[src/lzss_stream_decompressor_unit_assert.svh]
// Assertion macros shared by the decompressor's checking code.
`ifndef LZSS_STREAM_DECOMPRESSOR_UNIT_ASSERT_SVH
`define LZSS_STREAM_DECOMPRESSOR_UNIT_ASSERT_SVH

// Same-cycle implication, sampled on the rising clock edge, off during reset.
`define LZSD_ASSERT_IMPLIES(lbl, ante, cons) \
   lbl: assert property (@(posedge clock) disable iff (reset) (ante) |-> (cons)) \
      else $error("lzsd assertion failed");

// Next-cycle implication, sampled on the rising clock edge, off during reset.
`define LZSD_ASSERT_NEXT(lbl, ante, cons) \
   lbl: assert property (@(posedge clock) disable iff (reset) (ante) |=> (cons)) \
      else $error("lzsd assertion failed");

`endif

[src/lzsd_pkg.sv]
// Shared types and constants of the LZSS stream decompressor.
package lzsd_pkg;

   localparam int unsigned WinAddrW   = 12;
   localparam int unsigned WinDepth   = 4096;
   localparam int unsigned CountW     = 24;
   localparam int unsigned LenW       = 5;
   localparam int unsigned QueueDepth = 4;
   localparam int unsigned QueuePtrW  = 2;

   localparam logic [3:0]      FlagsPerControl = 4'd8;
   localparam logic [LenW-1:0] MatchLenBias    = 5'd2;

   typedef enum logic [1:0] {
      PHASE_CONTROL,
      PHASE_FIRST,
      PHASE_SECOND
   } phase_type;

   // One unit of work for the copy engine: a literal or a match.
   typedef struct packed {
      logic                start;
      logic                is_match;
      logic [7:0]          lit_byte;
      logic [WinAddrW-1:0] src;
      logic [LenW-1:0]     len;
      logic                done;
   } cmd_type;

   typedef struct packed {
      logic full;
      logic empty;
   } queue_status_type;

endpackage

[src/lzsd_front.sv]
// Front end: parses control bytes and tokens, keeps the output count, issues copy commands.
module lzsd_front (
   input  logic                               clock,
   input  logic                               reset,
   input  logic                               req_valid,
   output logic                               req_ready,
   input  logic [7:0]                         req_in_byte,
   input  logic                               req_stream_start,
   input  logic [lzsd_pkg::CountW-1:0]        output_length,
   input  lzsd_pkg::queue_status_type         q_status,
   output logic                               q_push,
   output lzsd_pkg::cmd_type                  q_cmd
);
   import lzsd_pkg::*;

   phase_type            phase_ff, phase_in;
   logic [7:0]           flags_ff, flags_in;
   logic [3:0]           left_ff, left_in;
   logic [7:0]           held_ff, held_in;
   logic [CountW-1:0]    count_ff, count_in;
   logic                 pend_start_ff, pend_start_in;

   phase_type            eff_phase;
   logic [7:0]           eff_flags;
   logic [3:0]           eff_left;
   logic [7:0]           eff_held;
   logic [CountW-1:0]    eff_count;
   logic                 accept;
   logic                 active;
   logic [CountW-1:0]    remaining;
   logic [LenW-1:0]      match_len;
   logic [LenW-1:0]      match_n;
   logic [LenW-1:0]      emit_n;
   logic [CountW-1:0]    count_new;
   logic [3:0]           left_dec;
   logic                 flag;

   assign req_ready = !q_status.full;

   // A stream start clears the parse state before the byte is looked at.
   always_comb begin
      accept    = req_valid && req_ready;
      eff_phase = req_stream_start ? PHASE_CONTROL : phase_ff;
      eff_flags = req_stream_start ? 8'd0 : flags_ff;
      eff_left  = req_stream_start ? 4'd0 : left_ff;
      eff_held  = req_stream_start ? 8'd0 : held_ff;
      eff_count = req_stream_start ? '0 : count_ff;
      active    = accept && (eff_count < output_length);
      remaining = output_length - eff_count;
      match_len = {1'b0, req_in_byte[3:0]} + MatchLenBias;
      match_n   = (remaining < {{(CountW-LenW){1'b0}}, match_len}) ?
                  remaining[LenW-1:0] : match_len;
      flag      = eff_flags[0];
      left_dec  = (eff_left != 4'd0) ? eff_left - 4'd1 : 4'd0;
      unique case (eff_phase)
         PHASE_FIRST:  emit_n = flag ? 5'd1 : 5'd0;
         PHASE_SECOND: emit_n = match_n;
         default:      emit_n = 5'd0;
      endcase
      count_new = eff_count + {{(CountW-LenW){1'b0}}, emit_n};
   end

   // Next state of the token parser.
   always_comb begin
      phase_in = phase_ff;
      if (accept) begin
         phase_in = eff_phase;
         if (active) begin
            unique case (eff_phase)
               PHASE_FIRST: begin
                  if (flag) begin
                     phase_in = (left_dec != 4'd0) ? PHASE_FIRST : PHASE_CONTROL;
                  end else begin
                     phase_in = PHASE_SECOND;
                  end
               end
               PHASE_SECOND: begin
                  phase_in = (left_dec != 4'd0) ? PHASE_FIRST : PHASE_CONTROL;
               end
               default: begin
                  phase_in = PHASE_FIRST;
               end
            endcase
         end
      end
   end

   // Command to the copy engine.
   always_comb begin
      q_push         = active && (emit_n != 5'd0);
      q_cmd.start    = req_stream_start || pend_start_ff;
      q_cmd.is_match = (eff_phase == PHASE_SECOND);
      q_cmd.lit_byte = req_in_byte;
      q_cmd.src      = {eff_held, req_in_byte[7:4]};
      q_cmd.len      = emit_n;
      q_cmd.done     = (count_new == output_length);
   end

   always_comb begin
      flags_in      = flags_ff;
      left_in       = left_ff;
      held_in       = held_ff;
      count_in      = count_ff;
      pend_start_in = pend_start_ff;
      if (accept) begin
         flags_in = eff_flags;
         left_in  = eff_left;
         held_in  = eff_held;
         count_in = eff_count;
         if (q_push) begin
            pend_start_in = 1'b0;
         end else if (req_stream_start) begin
            pend_start_in = 1'b1;
         end
         if (active) begin
            count_in = count_new;
            unique case (eff_phase)
               PHASE_FIRST: begin
                  if (flag) begin
                     flags_in = {1'b0, eff_flags[7:1]};
                     left_in  = left_dec;
                  end else begin
                     held_in = req_in_byte;
                  end
               end
               PHASE_SECOND: begin
                  flags_in = {1'b0, eff_flags[7:1]};
                  left_in  = left_dec;
               end
               default: begin
                  flags_in = req_in_byte;
                  left_in  = FlagsPerControl;
               end
            endcase
         end
      end
   end

   always_ff @(posedge clock) begin
      if (reset) begin
         phase_ff      <= PHASE_CONTROL;
         flags_ff      <= 8'd0;
         left_ff       <= 4'd0;
         held_ff       <= 8'd0;
         count_ff      <= '0;
         pend_start_ff <= 1'b0;
      end else begin
         phase_ff      <= phase_in;
         flags_ff      <= flags_in;
         left_ff       <= left_in;
         held_ff       <= held_in;
         count_ff      <= count_in;
         pend_start_ff <= pend_start_in;
      end
   end

endmodule

[config.mk]
export PLATFORM = sky130hd
export DESIGN_NAME = lzsd_front
export DESIGN_NICKNAME = d
export VERILOG_FILES = /design/src/lzss_stream_decompressor_unit_assert.svh /design/src/lzsd_pkg.sv /design/src/lzsd_front.sv
export SDC_FILE = /design/constraint.sdc
export NUM_CORES = 1
export LEC_CHECK = 0
export BUFFER_PORTS_ARGS = -buffer_cell sky130_fd_sc_hd__buf_4
export CORE_MARGIN = 3
export CORE_UTILIZATION = 35
export DETAILED_ROUTE_END_ITERATION = 16
export GPL_TIMING_DRIVEN = 0
export HOLD_SLACK_MARGIN = 0.05
export SLEW_MARGIN = 20
export SYNTH_ARGS = -nofsm -noshare
export SYNTH_HDL_FRONTEND = slang
export SYNTH_SLANG_ARGS = --single-unit
[constraint.sdc]
create_clock -name clock -period 9.4 [get_ports clock]
set_input_delay 0.47 -clock clock [delete_from_list [all_inputs] [get_ports clock]]
set_output_delay 0.47 -clock clock [all_outputs]
set_load 0.005 [all_outputs]
Word-level counts from Yosys, hierarchy flattened
Cells that the tools add are included.
Word-level totals
  register bits: 47
  word-level logic and storage cells: 50
Cells by class
  $lt $le $gt $ge: 2
  $add $sub $neg: 4
  muxes and demuxes: 25
  reduce and logical (&&, ||, !) cells: 10
  eq/ne operators: 3
Operators by type and width (number)
  two-way mux 8 bit: 7
  two-way mux 24 bit: 2
  adder 24 x 5 -> 24 bit: 1
  equality test 24 bit: 1
  < comparator 24 bit: 1
  < comparator 24 x 5 -> 1 bit: 1
  subtractor 24 bit: 1
  two-way mux 4 bit: 4
  case mux 8 bit (2 select lines): 1
  case mux 5 bit (2 select lines): 1
  case mux 4 bit (2 select lines): 1
  nonzero test 4 bit: 2
  two-way mux 2 bit: 3
  adder 4 x 2 -> 5 bit (second input constant): 1
  two-way mux 5 bit: 1
  nonzero test 5 bit: 1
  two-way mux 1 bit: 4
  case mux 2 bit (2 select lines): 1
  subtractor 4 x 1 -> 4 bit (second input constant): 1
  logical AND 1 bit: 3
  equality test 2 x 1 -> 1 bit (second input constant): 1
  equality test 2 bit (second input constant): 1
  AND reduction 2 bit: 1
  nonzero test 2 bit: 1
  2 further kinds: 2

Longest topological paths before layout
  depth after elaboration: 9
  depth in mapped cells: 31
  depth with buffers taken out: 29

Least setup slack after synthesis
OpenSTA, ideal clock, no wires.
  path kind: in2out
  start point: input req_stream_start
  end point: output q_cmd[0] in the netlist's numbering
  stages: 31
  data required time: 8.930 ns
  path buffers: 3
  data arrival time: 6.856 ns
  setup slack: 2.074 ns
  cell sequence: clkbuf_1 clkbuf_1 buf_1 nor2b_1 ha_1 fa_1 nand2b_1 a21oi_1 xor2_1 ha_1 a221oi_1 o311ai_0 nor4_1 and4b_1 o2111ai_1 or4bb_1 nor3_1 o21ai_0 a21oi_1 ha_1 fa_1 a21oi_1 o21bai_1 a21oi_1 nor4_1 and3_1 and3_1 nand3_1 xnor2_1 nand4_1 nor4_1
RTL lines
  from (decl): line lzsd_front.sv:8  | input logic req_stream_start,
  to (decl): line lzsd_front.sv:12  | output lzsd_pkg::cmd_type q_cmd

==> flow_summary.ini <==
[grt]
grt_pass1_vias = 4931
groute.layer.met3.usage_pct = 2.92
grt.busiest_layer = met2
antenna_found_initial = 0
use_met1_pct = 29.5
grt_pass1_wl_mm = 26.4
grt.overflow.total = 0
grt_max_degree = 18
use_met2_pct = 30.3
track_usage_pct = 20.0

[finish]
final_nets = 870
antenna_cells = 0
layout-drive-gt1-share_pct = 15.0
fin_area_um2 = 6100
layout_commonest_cell = nand2_1
utilization_pct = 43.0
syn_to_final_growth_pct = 17.0
final_cell_mix = nand2_1, buf_4, nor2_1

[power]
p_int_uw = 378
p_switching_uw = 177
clkPwrFrac_pct = 33.8
swShare_pct = 31.9
irDropWorstVdd_mv = 0.0640
pwr-share-seq_pct = 37.3
p_leak_nw = 2.34
combPwrFrac_pct = 28.9
power.density_nw_per_um2 = 90.9

[drt]
vias = 5471
drt_wl_total_mm = 16.9
first_pass_iters = 5
ant_nets = 0
drcViolationCount = 0
routed_via_density = 5.62
drt_first_iter_violations = 470
wl_per_cell_um = 17.3

[floorplan]
die_h_um = 128
fp-row-count = 43
start_util_pct = 36.7
placeableCoreArea_um2 = 14200
die_w_um = 128
die_area_um2 = 16400
pin_count = 68

[sta]
rsz0062_at_grt = no
min_period_ns = 8.69
worst_pin_slew_ns = 0.796
fmax_mhz = 115
skew_ns = 0.00616
slew_viol_final = 0
max_slew_margin_pct = 46.2
setup_viol = 0
period_share_pct = 92.5
finalHoldViolCount = 0

[synthesis]
synth_flop_cell = dfxtp_1
synth.distinct_cells = 71
seq_area_frac_synth_pct = 18.0
synthArstFlopShare_pct = 0
syn_avg_cell_area_um2 = 7.23
synth_cells = 721
synth-seq-cells = 47
syn-cell-area_um2 = 5220
synth-edff-count = 0
synth_nets = 798
synth-warning-count = 0

[clock_network]
cts_buffers = 5
clk_path_buf_depth = 2
clock-sinks = 47
insertion_delay_ns = 0.29
h-tree-depth = 2
postCtsSetupBuffers = 0
clkTransAtPathRegs_ns = 0.06
cts-root-buf = clkbuf_16
cts_tree = yes

[critical_path]
r2r-end = count_ff[22]
r2r_cells = 27
worst_setup_path_start_kind = primary input
critPathRequiredTime_ns = 8.93
crit_arrival_ns = 8.22
worstSetupPathType = primary input to primary output
crit_slowest_cell = or4bb_1
critPathMaxStageDelay_ns = 0.65
timing.critical_path.mode_cell = a21oi_1
cp_max_fo = 17
cp-end-kind = primary output
r2r_start = count_ff[0]
worst-r2r-setup-slack_ns = 2.32

[status]
status = finished clean

[place]
gp_congestion = 0.889
hpwlAfterDp_mm = 13.5
place_area_um2 = 5940
port_buffers = 66

[worst_hold_path]
holdPathEnd = count_ff[13]
min_path_type = flop to flop
whs_path_depth = 2
hold_start = count_ff[13]

[run]
maxCapViolations = 0
## metrics by stage
stage / power, mW / setup slack (ns) / hold WS (ns) / setup TNS [ns] / cells
after floorplan: 0.313 / 2.07 / 0.427 / 0 / 721
after global placement: 0.370 / -0.214 / 0.435 / -0.214 / 967
after detailed placement: 0.370 / -0.166 / 0.444 / -0.166 / 967
after CTS: 0.558 / 0.269 / 0.454 / 0 / 974
after global routing: 0.585 / 0.0506 / 0.481 / 0 / 974
final: 0.555 / 0.708 / 0.449 / 0 / 974
## routing by layer
layer  wire, um  vias up
li1           -     2736
met1       8090     2528
met2       7520      191
met3        935       16
met4        304        0
met5          0        -
## synthesized netlist by cell type, drive strengths merged, types with 9 or more instances
master  number  area share (%)
a211oi      13             2.2
a21oi       61             5.9
a22oi       10             1.4
a31oi        9             1.1
buf         27             3.3
clkbuf      24             1.7
dfxtp       47              18
ha          37             8.9
inv         33             2.4
nand2       83             6.0
nand2b      14             1.7
nand3       17             1.6
nand4       15             1.8
nor2        64             4.6
nor2b       23             2.8
nor3        19             1.9
nor4         9             1.1
o21ai       30             2.9
o31ai       13             1.9
xnor2       47             7.9
xor2        19             3.2
## worst max-delay path by stage
| stage | to | slack (ns) | cells after the start | from |
|---|---|---|---|---|
| after global placement | q_cmd[0] | -0.21 | 33 | req_stream_start |
| after floorplan | q_cmd[0] | 2.07 | 31 | req_stream_start |
| after CTS | q_cmd[0] | 0.27 | 32 | req_stream_start |
| after global routing | q_cmd[0] | 0.05 | 32 | req_stream_start |
| final | q_cmd[0] | 0.71 | 32 | req_stream_start |
| after detailed placement | q_cmd[0] | -0.17 | 33 | req_stream_start |
## registers in the layout, summed over array words and instances, names as in the netlist
| register | count |
|---|---|
| held_ff | 8 |
| count_ff | 24 |
| flags_ff | 8 |
| pend_start_ff | 1 |
| left_ff | 4 |
| phase_ff | 2 |
## power by group through the flow
stage	Clock [mW]	Sequential, mW	Combinational, mW
2_1_floorplan	0	0.211	0.102
3_3_place_gp	0	0.212	0.159
3_5_place_dp	0	0.212	0.158
4_1_cts	0.192	0.207	0.159
5_1_grt	0.201	0.208	0.176
6_report	0.187	0.207	0.161
## final cells by class
type / count / area (um2)
fill: 1521 / 8100
multi-input combinational: 590 / 3900
sequential: 47 / 941
timing repair buffer: 66 / 495
buffer: 50 / 260
tap: 180 / 225
clock buffer: 7 / 143
inverter: 33 / 124
clock inverter: 1 / 8.76
## worst max-delay path: cells and delay by family
family	cells	cell delay [ns]
compound gates	9	1.77
xor+xnor	2	0.33
fa+ha+maj	4	1.10
buf+inv	5	1.32
simple gates	12	3.20
## cell families after synthesis
logic type                 count (synthesis)  share of synthesized area, %
AOI/OAI and AO/OA                        203                          26.5
muxes                                      9                          1.78
adders and majority gates                 39                          9.64
DFF                                       47                          18.0
buffers and inverters                     84                          7.36
xor gates and xnor gates                  66                          11.1
and+or+nand+nor                          273                          25.6
## timing repair
action                                  4_1_cts  5_1_grt
resized for setup                             0        7
endpoints found under the hold margin         0        0
endpoints found under the setup margin        1        1
hold buffers                                  0        0
(Power assumes the default switching activity.)
