`src/lzss_stream_decompressor_unit_assert.svh`:
```
// Assertion macros shared by the decompressor's checking code.
`ifndef LZSS_STREAM_DECOMPRESSOR_UNIT_ASSERT_SVH
`define LZSS_STREAM_DECOMPRESSOR_UNIT_ASSERT_SVH

// Same-cycle implication, sampled on the rising clock edge, off during reset.
`define LZSD_ASSERT_IMPLIES(lbl, ante, cons) \
   lbl: assert property (@(posedge clock) disable iff (reset) (ante) |-> (cons)) \
      else $error("lzsd assertion failed");

// Next-cycle implication, sampled on the rising clock edge, off during reset.
`define LZSD_ASSERT_NEXT(lbl, ante, cons) \
   lbl: assert property (@(posedge clock) disable iff (reset) (ante) |=> (cons)) \
      else $error("lzsd assertion failed");

`endif

```
`src/lzsd_pkg.sv`:
```
// Shared types and constants of the LZSS stream decompressor.
package lzsd_pkg;

   localparam int unsigned WinAddrW   = 12;
   localparam int unsigned WinDepth   = 4096;
   localparam int unsigned CountW     = 24;
   localparam int unsigned LenW       = 5;
   localparam int unsigned QueueDepth = 4;
   localparam int unsigned QueuePtrW  = 2;

   localparam logic [3:0]      FlagsPerControl = 4'd8;
   localparam logic [LenW-1:0] MatchLenBias    = 5'd2;

   typedef enum logic [1:0] {
      PHASE_CONTROL,
      PHASE_FIRST,
      PHASE_SECOND
   } phase_type;

   // One unit of work for the copy engine: a literal or a match.
   typedef struct packed {
      logic                start;
      logic                is_match;
      logic [7:0]          lit_byte;
      logic [WinAddrW-1:0] src;
      logic [LenW-1:0]     len;
      logic                done;
   } cmd_type;

   typedef struct packed {
      logic full;
      logic empty;
   } queue_status_type;

endpackage

```
`src/lzsd_queue.sv`:
```
// Short command queue between the parser and the copy engine.
module lzsd_queue (
   input  logic                        clock,
   input  logic                        reset,
   input  logic                        push,
   input  lzsd_pkg::cmd_type           push_cmd,
   input  logic                        pop,
   output lzsd_pkg::cmd_type           head_cmd,
   output lzsd_pkg::queue_status_type  status
);
   import lzsd_pkg::*;

   cmd_type                slots_ff [QueueDepth];
   logic [QueuePtrW-1:0]   wr_ptr_ff, wr_ptr_in;
   logic [QueuePtrW-1:0]   rd_ptr_ff, rd_ptr_in;
   logic [QueuePtrW:0]     fill_ff, fill_in;

   always_comb begin
      status.full  = (fill_ff == (QueuePtrW+1)'(QueueDepth));
      status.empty = (fill_ff == '0);
      head_cmd     = slots_ff[rd_ptr_ff];
      wr_ptr_in    = push ? wr_ptr_ff + 1'b1 : wr_ptr_ff;
      rd_ptr_in    = pop  ? rd_ptr_ff + 1'b1 : rd_ptr_ff;
      fill_in      = fill_ff;
      if (push && !pop) begin
         fill_in = fill_ff + 1'b1;
      end else if (pop && !push) begin
         fill_in = fill_ff - 1'b1;
      end
   end

   always_ff @(posedge clock) begin
      if (push) begin
         slots_ff[wr_ptr_ff] <= push_cmd;
      end
   end

   always_ff @(posedge clock) begin
      if (reset) begin
         wr_ptr_ff <= '0;
         rd_ptr_ff <= '0;
         fill_ff   <= '0;
      end else begin
         wr_ptr_ff <= wr_ptr_in;
         rd_ptr_ff <= rd_ptr_in;
         fill_ff   <= fill_in;
      end
   end

endmodule

```
`config.mk`:
```
export PLATFORM = sky130hd
export DESIGN_NAME = lzsd_queue
export DESIGN_NICKNAME = d
export VERILOG_FILES = /design/src/lzss_stream_decompressor_unit_assert.svh /design/src/lzsd_pkg.sv /design/src/lzsd_queue.sv
export SDC_FILE = /design/constraint.sdc
export NUM_CORES = 1
export LEC_CHECK = 0
export ABC_AREA = 1
export BUFFER_PORTS_ARGS = -buffer_cell sky130_fd_sc_hd__buf_2
export CORE_ASPECT_RATIO = 0.7
export CORE_MARGIN = 1.5
export CORE_UTILIZATION = 50
export DETAILED_ROUTE_END_ITERATION = 16
export GPL_ROUTABILITY_DRIVEN = 1
export GPL_TIMING_DRIVEN = 1
export PLACE_DENSITY_LB_ADDON = 0.15
export SETUP_SLACK_MARGIN = 0.15
export SYNTH_ARGS = -nofsm -noshare
export SYNTH_HDL_FRONTEND = slang
export SYNTH_SLANG_ARGS = --single-unit
```
`constraint.sdc`:
```
create_clock -name clock -period 1.7 [get_ports clock]
set_input_delay 0.085 -clock clock [delete_from_list [all_inputs] [get_ports clock]]
set_output_delay 0.085 -clock clock [all_outputs]
set_load 0.005 [all_outputs]
```
* Word level (Yosys, flattened, before mapping)
Memory sizes are Yosys's and may differ from the RTL's. A register that Yosys moved wholly into a read port is not among the register bits. Cells that the tools add are included.
Storage, ports and cells: memory bits (writable) 112, memories kept 1, flip-flop bits (word level) 7
Memories:
- slots_ff | words 4, bits a word 28, rd ports 1, clocked after memory_dff 1, write ports 1, RTL line lzsd_queue.sv:13 | cmd_type slots_ff [QueueDepth];
Operators by class: add/subtract/negate cells 4, multiplexer cells 6, reductions and logical operators 6, equality and inequality tests 1
Operators by type and width (count):
- 3-bit two-way mux | 2
- 2-bit by 1-bit adder with 2-bit output, second input constant | 2
- 2-bit two-way mux | 2
- 3-bit by 1-bit adder with 3-bit output, second input constant | 1
- 3-bit equality test, second input constant | 1
- 3-bit zero test | 1
- 3-bit by 1-bit subtractor with 3-bit output, second input constant | 1
- 1-bit logical AND | 2
- 1-bit zero test | 2
- 1-bit two-way mux | 2
- 2-bit nonzero test | 1

* Longest topological paths before layout
Gate-level depths: netlist of the first run.
depth after elaboration 4, depth in mapped cells 10

* Worst setup path before layout of the first run
No wires, ideal clock.
path kind register to register, start register wr_ptr_ff[0], end memory slots_ff[2][0] (netlist bit), enable pin, slack 0.171 ns, library setup time 0.383 ns, data arrival time 1.146 ns, cell stages (with the launch flop) 5, path through dfxtp_1 > inv_1 > ha_1 > nand2_1 > inv_1
RTL lines:
- from (decl) | RTL line lzsd_queue.sv:14 | logic [QueuePtrW-1:0] wr_ptr_ff, wr_ptr_in;
- from (signal assigned) | RTL line lzsd_queue.sv:44 | wr_ptr_ff <= wr_ptr_in;
- to (decl) | RTL line lzsd_queue.sv:13
No word-level cell before the write port.

==> impl_metrics.sql, run 1 <==
INSERT INTO impl_metrics (metric_group, metric, value, unit) VALUES
('run_status', 'outcome', 'completed', ''),
('hold_path', 'min_path_type', 'in2reg', ''),
('sta', 'setup_viol', '0', ''),
('yosys', 'sequential_to_total_area_share_from_yosys_stat', '77.1', '%'),
('critical_path', 'r2r.worst_path.cells', '5', ''),
('critical_path', 'end_kind', 'primary output', ''),
('detailed_routing', 'routedWlPerCell', '17.3', 'um'),
('clock_network', 'clockRootBuffer', 'clkbuf_16', ''),
('yosys', 'syn-num-nets', '367', ''),
('final_layout', 'most-common-layout-cells', 'edfxtp_1, buf_2, nor2_1', ''),
('sta', 'fin_crit_sh', '93.2', '%'),
('clock_network', 'clk_pin_slew_worst_paths', '50', 'ps'),
('detailed_routing', 'drt_drc_violations_left', '0', ''),
('clock_network', 'numClockSinks', '121', ''),
('clock_network', 'cts_inserted_buffers', '17', ''),
('sta', 'final_hold_viol_count', '0', ''),
('hold_path', 'whs_path_depth', '3', ''),
('detailed_routing', 'number_of_detailed_route_iterations_in_the_first_pass', '4', ''),
('sta', 'skew', '7.35', 'ps'),
('clock_network', 'tritoncts', 'built', ''),
('placement', 'post-place-ws', '374', 'ps'),
('clock_network', 'clockBufferDepth', '2', ''),
('final_layout', 'drive_gt1_share', '28.6', '%'),
('pwr', 'peakVddDrop', '0.00113', 'V'),
('yosys', 'synth_area_per_cell', '14.0', 'sq um'),
('yosys', 'synth.lib_cells_used.distinct', '21', ''),
('placement', 'io_buffers', '61', ''),
('final_layout', 'antenna-diode-count', '0', ''),
('sta', 'final_slew_violations', '0', ''),
('detailed_routing', 'antenna_left', '0', ''),
('sta', 'max-slew-margin-rel', '82.3', '%'),
('placement', 'gp_routability_congestion', '0.740', ''),
('detailed_routing', 'vias', '3001', ''),
('sta', 'timing.final.crit_period', '1590', 'ps'),
('sta', 'finalSetupTns', '0', 'ps'),
('die', 'row_count', '29', ''),
('yosys', 'post_synth_instance_area', '4600', 'sq um'),
('die', 'dieHeight', '83.2', 'um'),
('grt', 'grt_max_degree', '29', ''),
('pwr', 'report.power.total', '7390', 'uW'),
('grt', 'grt_pass1_vias', '2929', ''),
('grt', 'grt_overflow_total', '0', ''),
('grt', 'grtUsageTotal', '20.7', '%'),
('sta', 'rsz0062_at_grt', 'yes', ''),
('placement', 'dp_hpwl', '5.18', 'mm'),
('final_layout', 'mostFrequentLayoutCell', 'edfxtp_1', ''),
('critical_path', 'worst-path-max-fanout', '19', ''),
('die', 'floorplan.die.width', '118', 'um'),
('final_layout', 'final_core_utilization', '69.5', '%'),
('yosys', 'postSynthCellCount', '329', ''),
('critical_path', 'setup.worst_path.start_class', 'register', ''),
('critical_path', 'worst-endpoint-arrival', '1500', 'ps'),
('sta', 'max_slew.worst_pin.slew', '262', 'ps'),
('grt', 'number_of_antenna_violations_at_the_first_check_in_global_routing', '0', ''),
('critical_path', 'timing.setup.critical_path_class', 'reg2out', ''),
('critical_path', 'worstPathRequired', '1620', 'ps'),
('critical_path', 'timing.reg2reg.setup_slack', '380', 'ps'),
('clock_network', 'cts-htree-levels', '4', ''),
('detailed_routing', 'routed_via_density', '5.12', ''),
('final_layout', 'nNetsFinal', '487', ''),
('final_layout', 'area_growth_syn_to_layout', '36.1', '%'),
('sta', 'timing.fmax', '631', 'MHz'),
('die', 'start_util', '51.1', '%'),
('die', 'core_region_area', '9000', 'sq um'),
('detailed_routing', 'initialDrtViolationCount', '209', ''),
('clock_network', 'clock_insertion_delay_at_the_later_pin_of_the_skew_report', '410', 'ps'),
('sta', 'fin_ws', '115', 'ps'),
('die', 'pin_count', '62', ''),
('pwr', 'power.density', '1180', 'nW/um^2'),
('pwr', 'leakagePower', '0.00236', 'uW'),
('yosys', 'synthesis.yosys.warnings', '0', ''),
('job', 'drv_cap', '0', ''),
('die', 'die_area', '9790', 'sq um'),
('yosys', 'ys_ff_latch', '121', ''),
('grt', 'grt_first_pass_wirelength', '15.0', 'mm'),
('detailed_routing', 'detail_route.wirelength', '10.1', 'mm'),
('sta', 'holdWs', '56.8', 'ps');
==> critical path: stages (launching register included) <==
cell     delay (ps)
dfxtp_4         390
buf_12          160
o21ai_0         260
o22ai_2         130
buf_2           140
==> state kept, by name, indices dropped and copies added, names as in the netlist, named ones only <==
| name | flops |
|---|---|
| slots_ff | 112 |
| fill_ff | 3 |
| rd_ptr_ff | 2 |
| wr_ptr_ff | 2 |
==> repair_timing <==
action / 4_1_cts / 5_1_grt
hold buffers: 30 / 0
setup endpoints to repair: 28 / 24
hold endpoints to repair: 115 / 0
resized for setup: 19 / 30
cloned: 2 / 4
setup buffers: 4 / 3
pin swaps: 2 / 9
==> metal layers <==
layer  wire length (um)  up-vias  GRT usage [%]
met1               4430     1425           27.3
met2               4840      100           33.0
met3                723       12           5.43
met4                129        0           8.98
met5                  0        -              0
li1                   -     1464              -
==> final cells by class <==
cell class | count | area [sq um]
clock buffer | 20 | 437
clock inverter | 12 | 83.8
fill | 627 | 2740
inverter | 17 | 76.3
multi-input combinational | 174 | 927
sequential | 121 | 3550
tap | 124 | 155
timing repair buffer | 118 | 1030
==> cell families (layout without fill, tap and decap cells) <==
family	Yosys count	after routing	share of synthesized area [%]
compound gates	92	92	10.8
xor+xnor	1	1	0.191
simple gates	75	75	6.26
buf+inv	34	167	3.92
flops	121	121	77.1
fa+ha+maj	6	6	1.80
==> synth_stat cells <==
master / count / area share [%]
xor2_1: 1 / 0.19
nor2_1: 62 / 5.1
nand3_1: 1 / 0.11
clkbuf_1: 7 / 0.57
dfxtp_1: 9 / 3.9
clkinv_1: 1 / 0.082
nand2_1: 9 / 0.73
edfxtp_1: 112 / 73
nand4_1: 1 / 0.14
buf_6: 6 / 1.5
buf_2: 3 / 0.33
o21ai_0: 46 / 5.0
fa_1: 1 / 0.44
ha_1: 5 / 1.4
buf_4: 1 / 0.16
a21oi_1: 3 / 0.33
nor3_1: 2 / 0.22
o22ai_1: 28 / 3.8
inv_2: 1 / 0.082
inv_1: 15 / 1.2
o21ai_1: 15 / 1.6
==> final timing paths <==
kind                     end          from
min reg2reg         register  rd_ptr_ff[1]
max reg2reg  slots_ff[0][23]  wr_ptr_ff[0]
max              head_cmd[8]      register
min             wr_ptr_ff[1]          push
==> metrics by stage <==
step | cell area [sq um] | instances
3_5_place_dp | 5100 | 511
5_1_grt | 6260 | 586
6_report | 6260 | 586
2_1_floorplan | 4600 | 329
4_1_cts | 6070 | 579
3_3_place_gp | 5100 | 511
==> report_power, final <==
group          internal (uW)  leakage [uW]  total, uW  switching (uW)
Sequential              3400       0.00110       3450            55.0
Clock                   1970      0.000259       3150            1180
Combinational            378       0.00100        790             412
Total                   5740       0.00236       7390            1650
(Power assumes the default switching activity.)
==> run 2, diff against run 1 <==
--- a/config.mk
+++ b/config.mk
@@ -5,11 +5,11 @@
 export SDC_FILE = /design/constraint.sdc
 export NUM_CORES = 1
 export LEC_CHECK = 0
-export ABC_AREA = 1
 export BUFFER_PORTS_ARGS = -buffer_cell sky130_fd_sc_hd__buf_2
 export CORE_ASPECT_RATIO = 0.7
 export CORE_MARGIN = 1.5
 export CORE_UTILIZATION = 50
+export CTS_BUF_LIST = sky130_fd_sc_hd__clkbuf_16
 export DETAILED_ROUTE_END_ITERATION = 16
 export GPL_ROUTABILITY_DRIVEN = 1
 export GPL_TIMING_DRIVEN = 1
==> run 2 against run 1 <==
  * Critical path depth down 1
  * Non-clock buffer count down 17
  * Clock-buffer cell count down 3
  * The flow now finishes with violations (setup timing)
  * Setup slack worse by 150 ps
  * Sequential power about the same
  * Synthesized area down 1.7%
  * Die area down 1.7%
  * Clock skew about the same
  * Synthesized cell count down 42%
  * Largest cell class unchanged
==> impl_metrics.sql, run 2 <==
INSERT INTO impl_metrics (metric_group, metric, value, unit) VALUES
('run_status', 'outcome', 'finished, violations left', ''),
('run_status', 'failed_checks', 'setup timing', ''),
('yosys', 'synth_area_per_cell', '23.8', 'sq um'),
('placement', 'dpl.cell_count', '373', ''),
('detailed_routing', 'initialDrtViolationCount', '137', ''),
('yosys', 'main_combinational_cell_family_by_area_after_synthesis', 'multiplexers', ''),
('critical_path', 'crit_slowest_cell', 'mux4_2', ''),
('yosys', 'synth.lib_cells_used.distinct', '22', ''),
('final_layout', 'mostFrequentLayoutCell', 'edfxtp_1', ''),
('die', 'row_count', '28', ''),
('pwr', 'peakVddDrop', '0.000810', 'V'),
('die', 'dieHeight', '82.5', 'um'),
('yosys', 'postSynth.asyncResetShare', '0', '%'),
('yosys', 'synth_edf_count', '112', ''),
('grt', 'grt_first_pass_wirelength', '11.7', 'mm'),
('sta', 'rsz0062_at_grt', 'yes', ''),
('clock_network', 'clockRootBuffer', 'clkbuf_16', ''),
('sta', 'fin_crit_sh', '102', '%'),
('sta', 'setup_viol', '11', ''),
('final_layout', 'most-common-layout-cells', 'edfxtp_1, buf_2, dlygate4sd3_1', ''),
('final_layout', 'drive_gt1_share', '42.1', '%'),
('die', 'start_util', '52.4', '%'),
('clock_network', 'cts-htree-levels', '4', ''),
('critical_path', 'timing.setup.critical_path_class', 'reg2out', ''),
('placement', 'io_buffers', '61', ''),
('grt', 'grtUsageTotal', '17.3', '%'),
('yosys', 'synth-adder-area-share', '1.83', '%'),
('sta', 'timing.final.crit_period', '1730', 'ps'),
('detailed_routing', 'routedWlPerCell', '17.7', 'um'),
('yosys', 'postSynthCellCount', '190', ''),
('clock_network', 'clk_pin_slew_worst_paths', '60', 'ps'),
('sta', 'max-slew-margin-rel', '70.2', '%'),
('clock_network', 'postCtsSetupRepairBufs', '0', ''),
('clock_network', 'clockBufferDepth', '2', ''),
('yosys', 'syn-num-nets', '228', ''),
('sta', 'final_slew_violations', '0', ''),
('yosys', 'synth-xor-area-share', '0.969', '%'),
('critical_path', 'setup.worst_path.start_class', 'register', ''),
('critical_path', 'worst-path-max-fanout', '9', ''),
('pwr', 'leakagePower', '0.00212', 'uW'),
('grt', 'grt_overflow_total', '0', ''),
('detailed_routing', 'number_of_detailed_route_iterations_in_the_first_pass', '4', ''),
('die', 'floorplan.die.width', '117', 'um'),
('job', 'drv_cap', '0', ''),
('clock_network', 'numClockSinks', '121', ''),
('yosys', 'synth_mux_area_share', '15.1', '%'),
('final_layout', 'largest_registers', 'slots_ff (112), fill_ff (3)', ''),
('detailed_routing', 'vias', '2173', ''),
('sta', 'max_slew.worst_pin.slew', '447', 'ps'),
('yosys', 'synth.cells.most_frequent', 'edfxtp_1, mux4_2, dfxtp_1, mux4_1, nor2_1', ''),
('critical_path', 'worst-endpoint-arrival', '1650', 'ps'),
('placement', 'dp_hpwl', '4.43', 'mm'),
('clock_network', 'tritoncts', 'built', ''),
('sta', 'final_hold_viol_count', '0', ''),
('yosys', 'synth_area_leader_cell', 'edfxtp_1', ''),
('sta', 'holdWs', '19.9', 'ps'),
('die', 'die_area', '9630', 'sq um'),
('final_layout', 'nNetsFinal', '341', ''),
('final_layout', 'area_growth_syn_to_layout', '31.5', '%'),
('yosys', 'synthSimpleGateAreaFrac', '1.63', '%'),
('clock_network', 'clock_insertion_delay_at_the_later_pin_of_the_skew_report', '400', 'ps'),
('yosys', 'ys_top_cells_by_area', 'edfxtp_1, mux4_2, mux4_1, dfxtp_1, ha_1', ''),
('sta', 'fin_ws', '-32.9', 'ps'),
('final_layout', 'top_register', 'slots_ff', ''),
('final_layout', 'antenna-diode-count', '0', ''),
('yosys', 'netlist.area_leader.share', '74.4', '%'),
('critical_path', 'worstPathRequired', '1620', 'ps'),
('sta', 'timing.fmax', '577', 'MHz'),
('die', 'core_region_area', '8620', 'sq um'),
('yosys', 'synth.most_common_cell', 'edfxtp_1', ''),
('final_layout', 'max_ffs_per_register', '112', ''),
('grt', 'grt_max_degree', '29', ''),
('yosys', 'synthesis.yosys.warnings', '0', ''),
('detailed_routing', 'routed_via_density', '4.98', ''),
('critical_path', 'max_stage_delay', '520', 'ps'),
('detailed_routing', 'antenna_left', '0', ''),
('die', 'pin_count', '62', ''),
('yosys', 'post_synthesis_compound_gate_area_fraction', '0.221', '%'),
('hold_path', 'min_path_type', 'in2reg', ''),
('critical_path', 'end_kind', 'primary output', ''),
('yosys', 'sequential_to_total_area_share_from_yosys_stat', '78.4', '%'),
('yosys', 'post_synth_instance_area', '4520', 'sq um'),
('detailed_routing', 'detail_route.wirelength', '7.73', 'mm'),
('detailed_routing', 'drt_drc_violations_left', '0', ''),
('final_layout', 'post_layout_nonfiller_instances', '436', ''),
('yosys', 'ys_ff_latch', '121', ''),
('placement', 'gp_routability_congestion', '0.719', ''),
('pwr', 'power.density', '1300', 'nW/um^2'),
('grt', 'grt_pass1_vias', '2242', ''),
('yosys', 'synth_top_flop_cell', 'edfxtp_1', ''),
('grt', 'number_of_antenna_violations_at_the_first_check_in_global_routing', '0', ''),
('sta', 'skew', '7.11', 'ps'),
('critical_path', 'crit_chain', 'clkbuf_16, mux4_2, buf_2', ''),
('clock_network', 'cts_inserted_buffers', '17', '');
run 2: metrics by stage:
| step | instance area [sq um] | utilization (%) | TNS (ps) | setup WS, ps | power, uW |
|---|---|---|---|---|---|
| finish | 5940 | 68.9 | -103 | -32.9 | 7730 |
| global route | 5940 | 68.9 | -1500 | -84.3 | 8030 |
| CTS | 5920 | 68.7 | -1220 | -69.3 | 7790 |
| detailed placement | 5000 | 58.1 | 0 | 113 | 4160 |
| global placement | 5000 | 58.1 | 0 | 141 | 4150 |
| floorplan | 4520 | - | 0 | 289 | 3880 |
run 2: kinds of logic (layout without fill, tap and decap cells):
logic type,count (synthesis),after routing
flip-flops,121,121
adder cells (fa/ha/maj),6,6
buffers and inverters,11,137
AO/OA/AOI/OAI,2,2
XOR/XNOR,5,5
multiplexers,30,30
AND/OR/NAND/NOR,15,15
run 2: power by group:
| group | internal [uW] | total (uW) | switching, uW |
|---|---|---|---|
| sequential | 3420 | 3470 | 52.8 |
| clock | 2300 | 3560 | 1250 |
| combinational | 393 | 707 | 314 |
run 2: layout make-up:
type,instances,area [sq um]
clock buffer,17,425
inverter,4,15.0
timing repair buffer,101,748
clock inverter,15,175
fill,569,2680
multi-input combinational,58,880
tap,120,150
sequential,121,3550
run 2: layer usage:
| layer | track usage, % | share of wire (%) | up-vias |
|---|---|---|---|
| li1 | - | - | 1015 |
| met1 | 23.4 | 46 | 1094 |
| met2 | 26.6 | 47 | 58 |
| met3 | 6.06 | 5.8 | 6 |
| met4 | 6.14 | 0.31 | 0 |
| met5 | 0 | 0 | - |
run 2: path summary, 6_finish.rpt:
kind / startpoint / end / slack, ps / cells past startpoint
min reg2reg: fill_ff[2] / fill_ff[2] / 520 / 2
max: register / head_cmd[10] / -30 / 3
min: pop / register / 20 / 3
max reg2reg: fill_ff[0] / fill_ff[2] / 220 / 4
run 2: critical path, delay by kind of cell (launching register included):
kind / cells / cell delay (ps)
multiplexers: 1 / 520
flip-flops: 1 / 400
buffers and inverters: 2 / 330
run 2: what timing repair did:
item                                    4_1_cts  5_1_grt
hold buffers                                 30        0
resized for setup                             4       10
gates cloned                                  0        1
endpoints found under the setup margin       84       29
endpoints found under the hold margin       121        0
==> run 3, diff against run 2 <==
--- a/config.mk
+++ b/config.mk
@@ -6,9 +6,8 @@
 export NUM_CORES = 1
 export LEC_CHECK = 0
 export BUFFER_PORTS_ARGS = -buffer_cell sky130_fd_sc_hd__buf_2
-export CORE_ASPECT_RATIO = 0.7
 export CORE_MARGIN = 1.5
-export CORE_UTILIZATION = 50
+export CORE_UTILIZATION = 55
 export CTS_BUF_LIST = sky130_fd_sc_hd__clkbuf_16
 export DETAILED_ROUTE_END_ITERATION = 16
 export GPL_ROUTABILITY_DRIVEN = 1
==> constraint.sdc (replaced) <==
create_clock -name clock -period 2 [get_ports clock]
set_input_delay 0.1 -clock clock [delete_from_list [all_inputs] [get_ports clock]]
set_output_delay 0.1 -clock clock [all_outputs]
set_load 0.005 [all_outputs]
==> run 3 against run 2 <==
  * Clock skew up 0.63 ps
  * Cell count down 4.1%
  * Via count up 3.9%
  * Critical endpoint is now head_cmd[26]
  * Wire length up 5.4%
  * The flow now finishes without violations
  * Critical path type unchanged
  * Largest power group unchanged
  * Setup slack better by 240 ps
==> impl_metrics.sql, run 3 (synthesized netlist as in run 2, its figures left out) <==
INSERT INTO impl_metrics (metric_group, metric, value, unit) VALUES
('final_layout', 'final_core_utilization', '76.4', '%'),
('sta', 'fin_crit_sh', '89.7', '%'),
('pwr', 'peakVddDrop', '0.000782', 'V'),
('clock_network', 'clockBufferDepth', '2', ''),
('sta', 'final_slew_violations', '0', ''),
('detailed_routing', 'antenna_left', '0', ''),
('sta', 'rsz0062_at_grt', 'no', ''),
('detailed_routing', 'routedWlPerCell', '19.5', 'um'),
('critical_path', 'timing.setup.critical_path_class', 'reg2out', ''),
('sta', 'setup_viol', '0', ''),
('die', 'floorplan.die.width', '93.6', 'um'),
('critical_path', 'worstPathRequired', '1900', 'ps'),
('pwr', 'swShare', '20.0', '%'),
('pwr', 'internal_power', '5570', 'uW'),
('pwr', 'power_switching', '1390', 'uW'),
('critical_path', 'setup.worst_path.start_class', 'register', ''),
('pwr', 'combinationalPowerShare', '8.4', '%'),
('critical_path', 'r2r.worst_path.cells', '4', ''),
('detailed_routing', 'drt_drc_violations_left', '0', ''),
('die', 'die_area', '8770', 'sq um'),
('placement', 'io_buffers', '61', ''),
('sta', 'timing.final.crit_period', '1790', 'ps'),
('final_layout', 'largest_registers', 'slots_ff (112), fill_ff (3)', ''),
('clock_network', 'cts_inserted_buffers', '17', ''),
('clock_network', 'numClockSinks', '121', ''),
('detailed_routing', 'initialDrtViolationCount', '142', ''),
('final_layout', 'drive_gt1_share', '40.2', '%'),
('sta', 'fin_ws', '206', 'ps'),
('grt', 'grtUsageTotal', '20.7', '%'),
('critical_path', 'timing.reg2reg.setup_slack', '410', 'ps'),
('final_layout', 'mostFrequentLayoutCell', 'edfxtp_1', ''),
('final_layout', 'antenna-diode-count', '0', ''),
('critical_path', 'r2r-end', 'slots_ff[2][16]', ''),
('clock_network', 'clock_insertion_delay_at_the_later_pin_of_the_skew_report', '400', 'ps'),
('pwr', 'clock_power_share', '49.1', '%'),
('die', 'pin_count', '62', ''),
('grt', 'grt_overflow_total', '0', ''),
('final_layout', 'most-common-layout-cells', 'edfxtp_1, buf_2, dlygate4sd3_1', ''),
('placement', 'dpl.cell_count', '356', ''),
('hold_path', 'min_path_type', 'in2reg', ''),
('detailed_routing', 'detail_route.wirelength', '8.14', 'mm'),
('sta', 'max_slew.worst_pin.slew', '486', 'ps'),
('grt', 'grt_pass1_vias', '2446', ''),
('placement', 'dp_hpwl', '4.50', 'mm'),
('clock_network', 'cts-htree-levels', '4', ''),
('grt', 'grt_max_degree', '29', ''),
('final_layout', 'top_register', 'slots_ff', ''),
('job', 'drv_cap', '0', ''),
('clock_network', 'clockRootBuffer', 'clkbuf_16', ''),
('pwr', 'power.density', '1160', 'nW/um^2'),
('final_layout', 'fillerInstances', '457', ''),
('sta', 'finalSetupTns', '0', 'ps'),
('placement', 'post-place-ws', '425', 'ps'),
('die', 'start_util', '57.6', '%'),
('die', 'dieHeight', '93.6', 'um'),
('sta', 'holdWs', '14.2', 'ps'),
('die', 'core_region_area', '7850', 'sq um'),
('final_layout', 'nNetsFinal', '341', ''),
('run_status', 'outcome', 'completed', ''),
('critical_path', 'worst-path-max-fanout', '5', ''),
('clock_network', 'tritoncts', 'built', ''),
('hold_path', 'min-delay-start', 'pop', ''),
('hold_path', 'hold_end', 'rd_ptr_ff[0]', ''),
('sta', 'timing.fmax', '557', 'MHz'),
('hold_path', 'whs_path_depth', '3', ''),
('detailed_routing', 'routed_via_density', '5.40', ''),
('sta', 'max-slew-margin-rel', '67.6', '%'),
('pwr', 'leakagePower', '0.00217', 'uW'),
('grt', 'number_of_antenna_violations_at_the_first_check_in_global_routing', '0', ''),
('pwr', 'power.share.sequential', '42.5', '%'),
('final_layout', 'post_layout_nonfiller_instances', '418', ''),
('final_layout', 'area_growth_syn_to_layout', '32.7', '%'),
('critical_path', 'worst-endpoint-arrival', '1690', 'ps'),
('die', 'row_count', '32', ''),
('final_layout', 'max_ffs_per_register', '112', ''),
('critical_path', 'end_kind', 'primary output', ''),
('sta', 'final_hold_viol_count', '0', ''),
('sta', 'skew', '7.73', 'ps'),
('detailed_routing', 'vias', '2257', ''),
('detailed_routing', 'number_of_detailed_route_iterations_in_the_first_pass', '4', ''),
('placement', 'gp_routability_congestion', '0.650', ''),
('critical_path', 'critical_path.reg2reg.startpoint', 'wr_ptr_ff[0]', ''),
('grt', 'grt_first_pass_wirelength', '12.9', 'mm'),
('clock_network', 'clk_pin_slew_worst_paths', '60', 'ps');
[run 3: power groups by stage]
| stage | clock network (uW) | logic [uW] | registers, uW |
|---|---|---|---|
| after floorplan | 0 | 317 | 2990 |
| after global placement | 0 | 525 | 3000 |
| after detailed placement | 0 | 538 | 3010 |
| after CTS | 3460 | 595 | 2960 |
| after global routing | 3590 | 637 | 2970 |
| final | 3420 | 586 | 2960 |
[run 3: stage by stage]
step,power [uW],instance area (sq um)
finish,6960,6000
global route,7190,6000
global placement,3520,5020
floorplan,3300,4520
CTS,7020,6000
detailed placement,3540,5020
[run 3: final cells by class]
class                           count  area [sq um]  share of cell area (%)
Sequential cell                   121          3550                    59.1
Multi-Input combinational cell     58           890                    14.8
Timing Repair Buffer              101           744                    12.4
Clock buffer                       17           425                    7.09
Clock inverter                     15           249                    4.15
Tap cell                          102           128                    2.13
Inverter                            4          15.0                   0.250
[run 3: worst max-delay path by stage]
stage                     cells past startpoint  slack, ps        endpoint
after CTS                                     3        170    head_cmd[23]
after global routing                          3        170    head_cmd[26]
after global placement                        3        470     head_cmd[2]
after floorplan                               3        370  slots_ff[2][0]
final                                         3        210    head_cmd[26]
after detailed placement                      7        430      fill_ff[2]
[run 3: critical path, stage by stage (launching register included)]
cell	delay [ps]
dfxtp_4	390
buf_4	170
mux4_1	590
buf_2	150
[run 3: what timing repair did]
item | 4_1_cts | 5_1_grt
resized for setup | 2 | 1
buffers inserted | 1 | 0
setup endpoints to repair | 19 | 1
endpoints found under the hold margin | 119 | 0
hold buffers | 29 | 0
[run 3: metal layers]
| metal | track usage [%] | part of all wire, % | vias to the layer above |
|---|---|---|---|
| li1 | - | - | 1023 |
| met1 | 26.7 | 42 | 1155 |
| met2 | 34.3 | 53 | 73 |
| met3 | 6.42 | 4.4 | 6 |
| met4 | 5.97 | 0.79 | 0 |
| met5 | 0 | 0 | - |
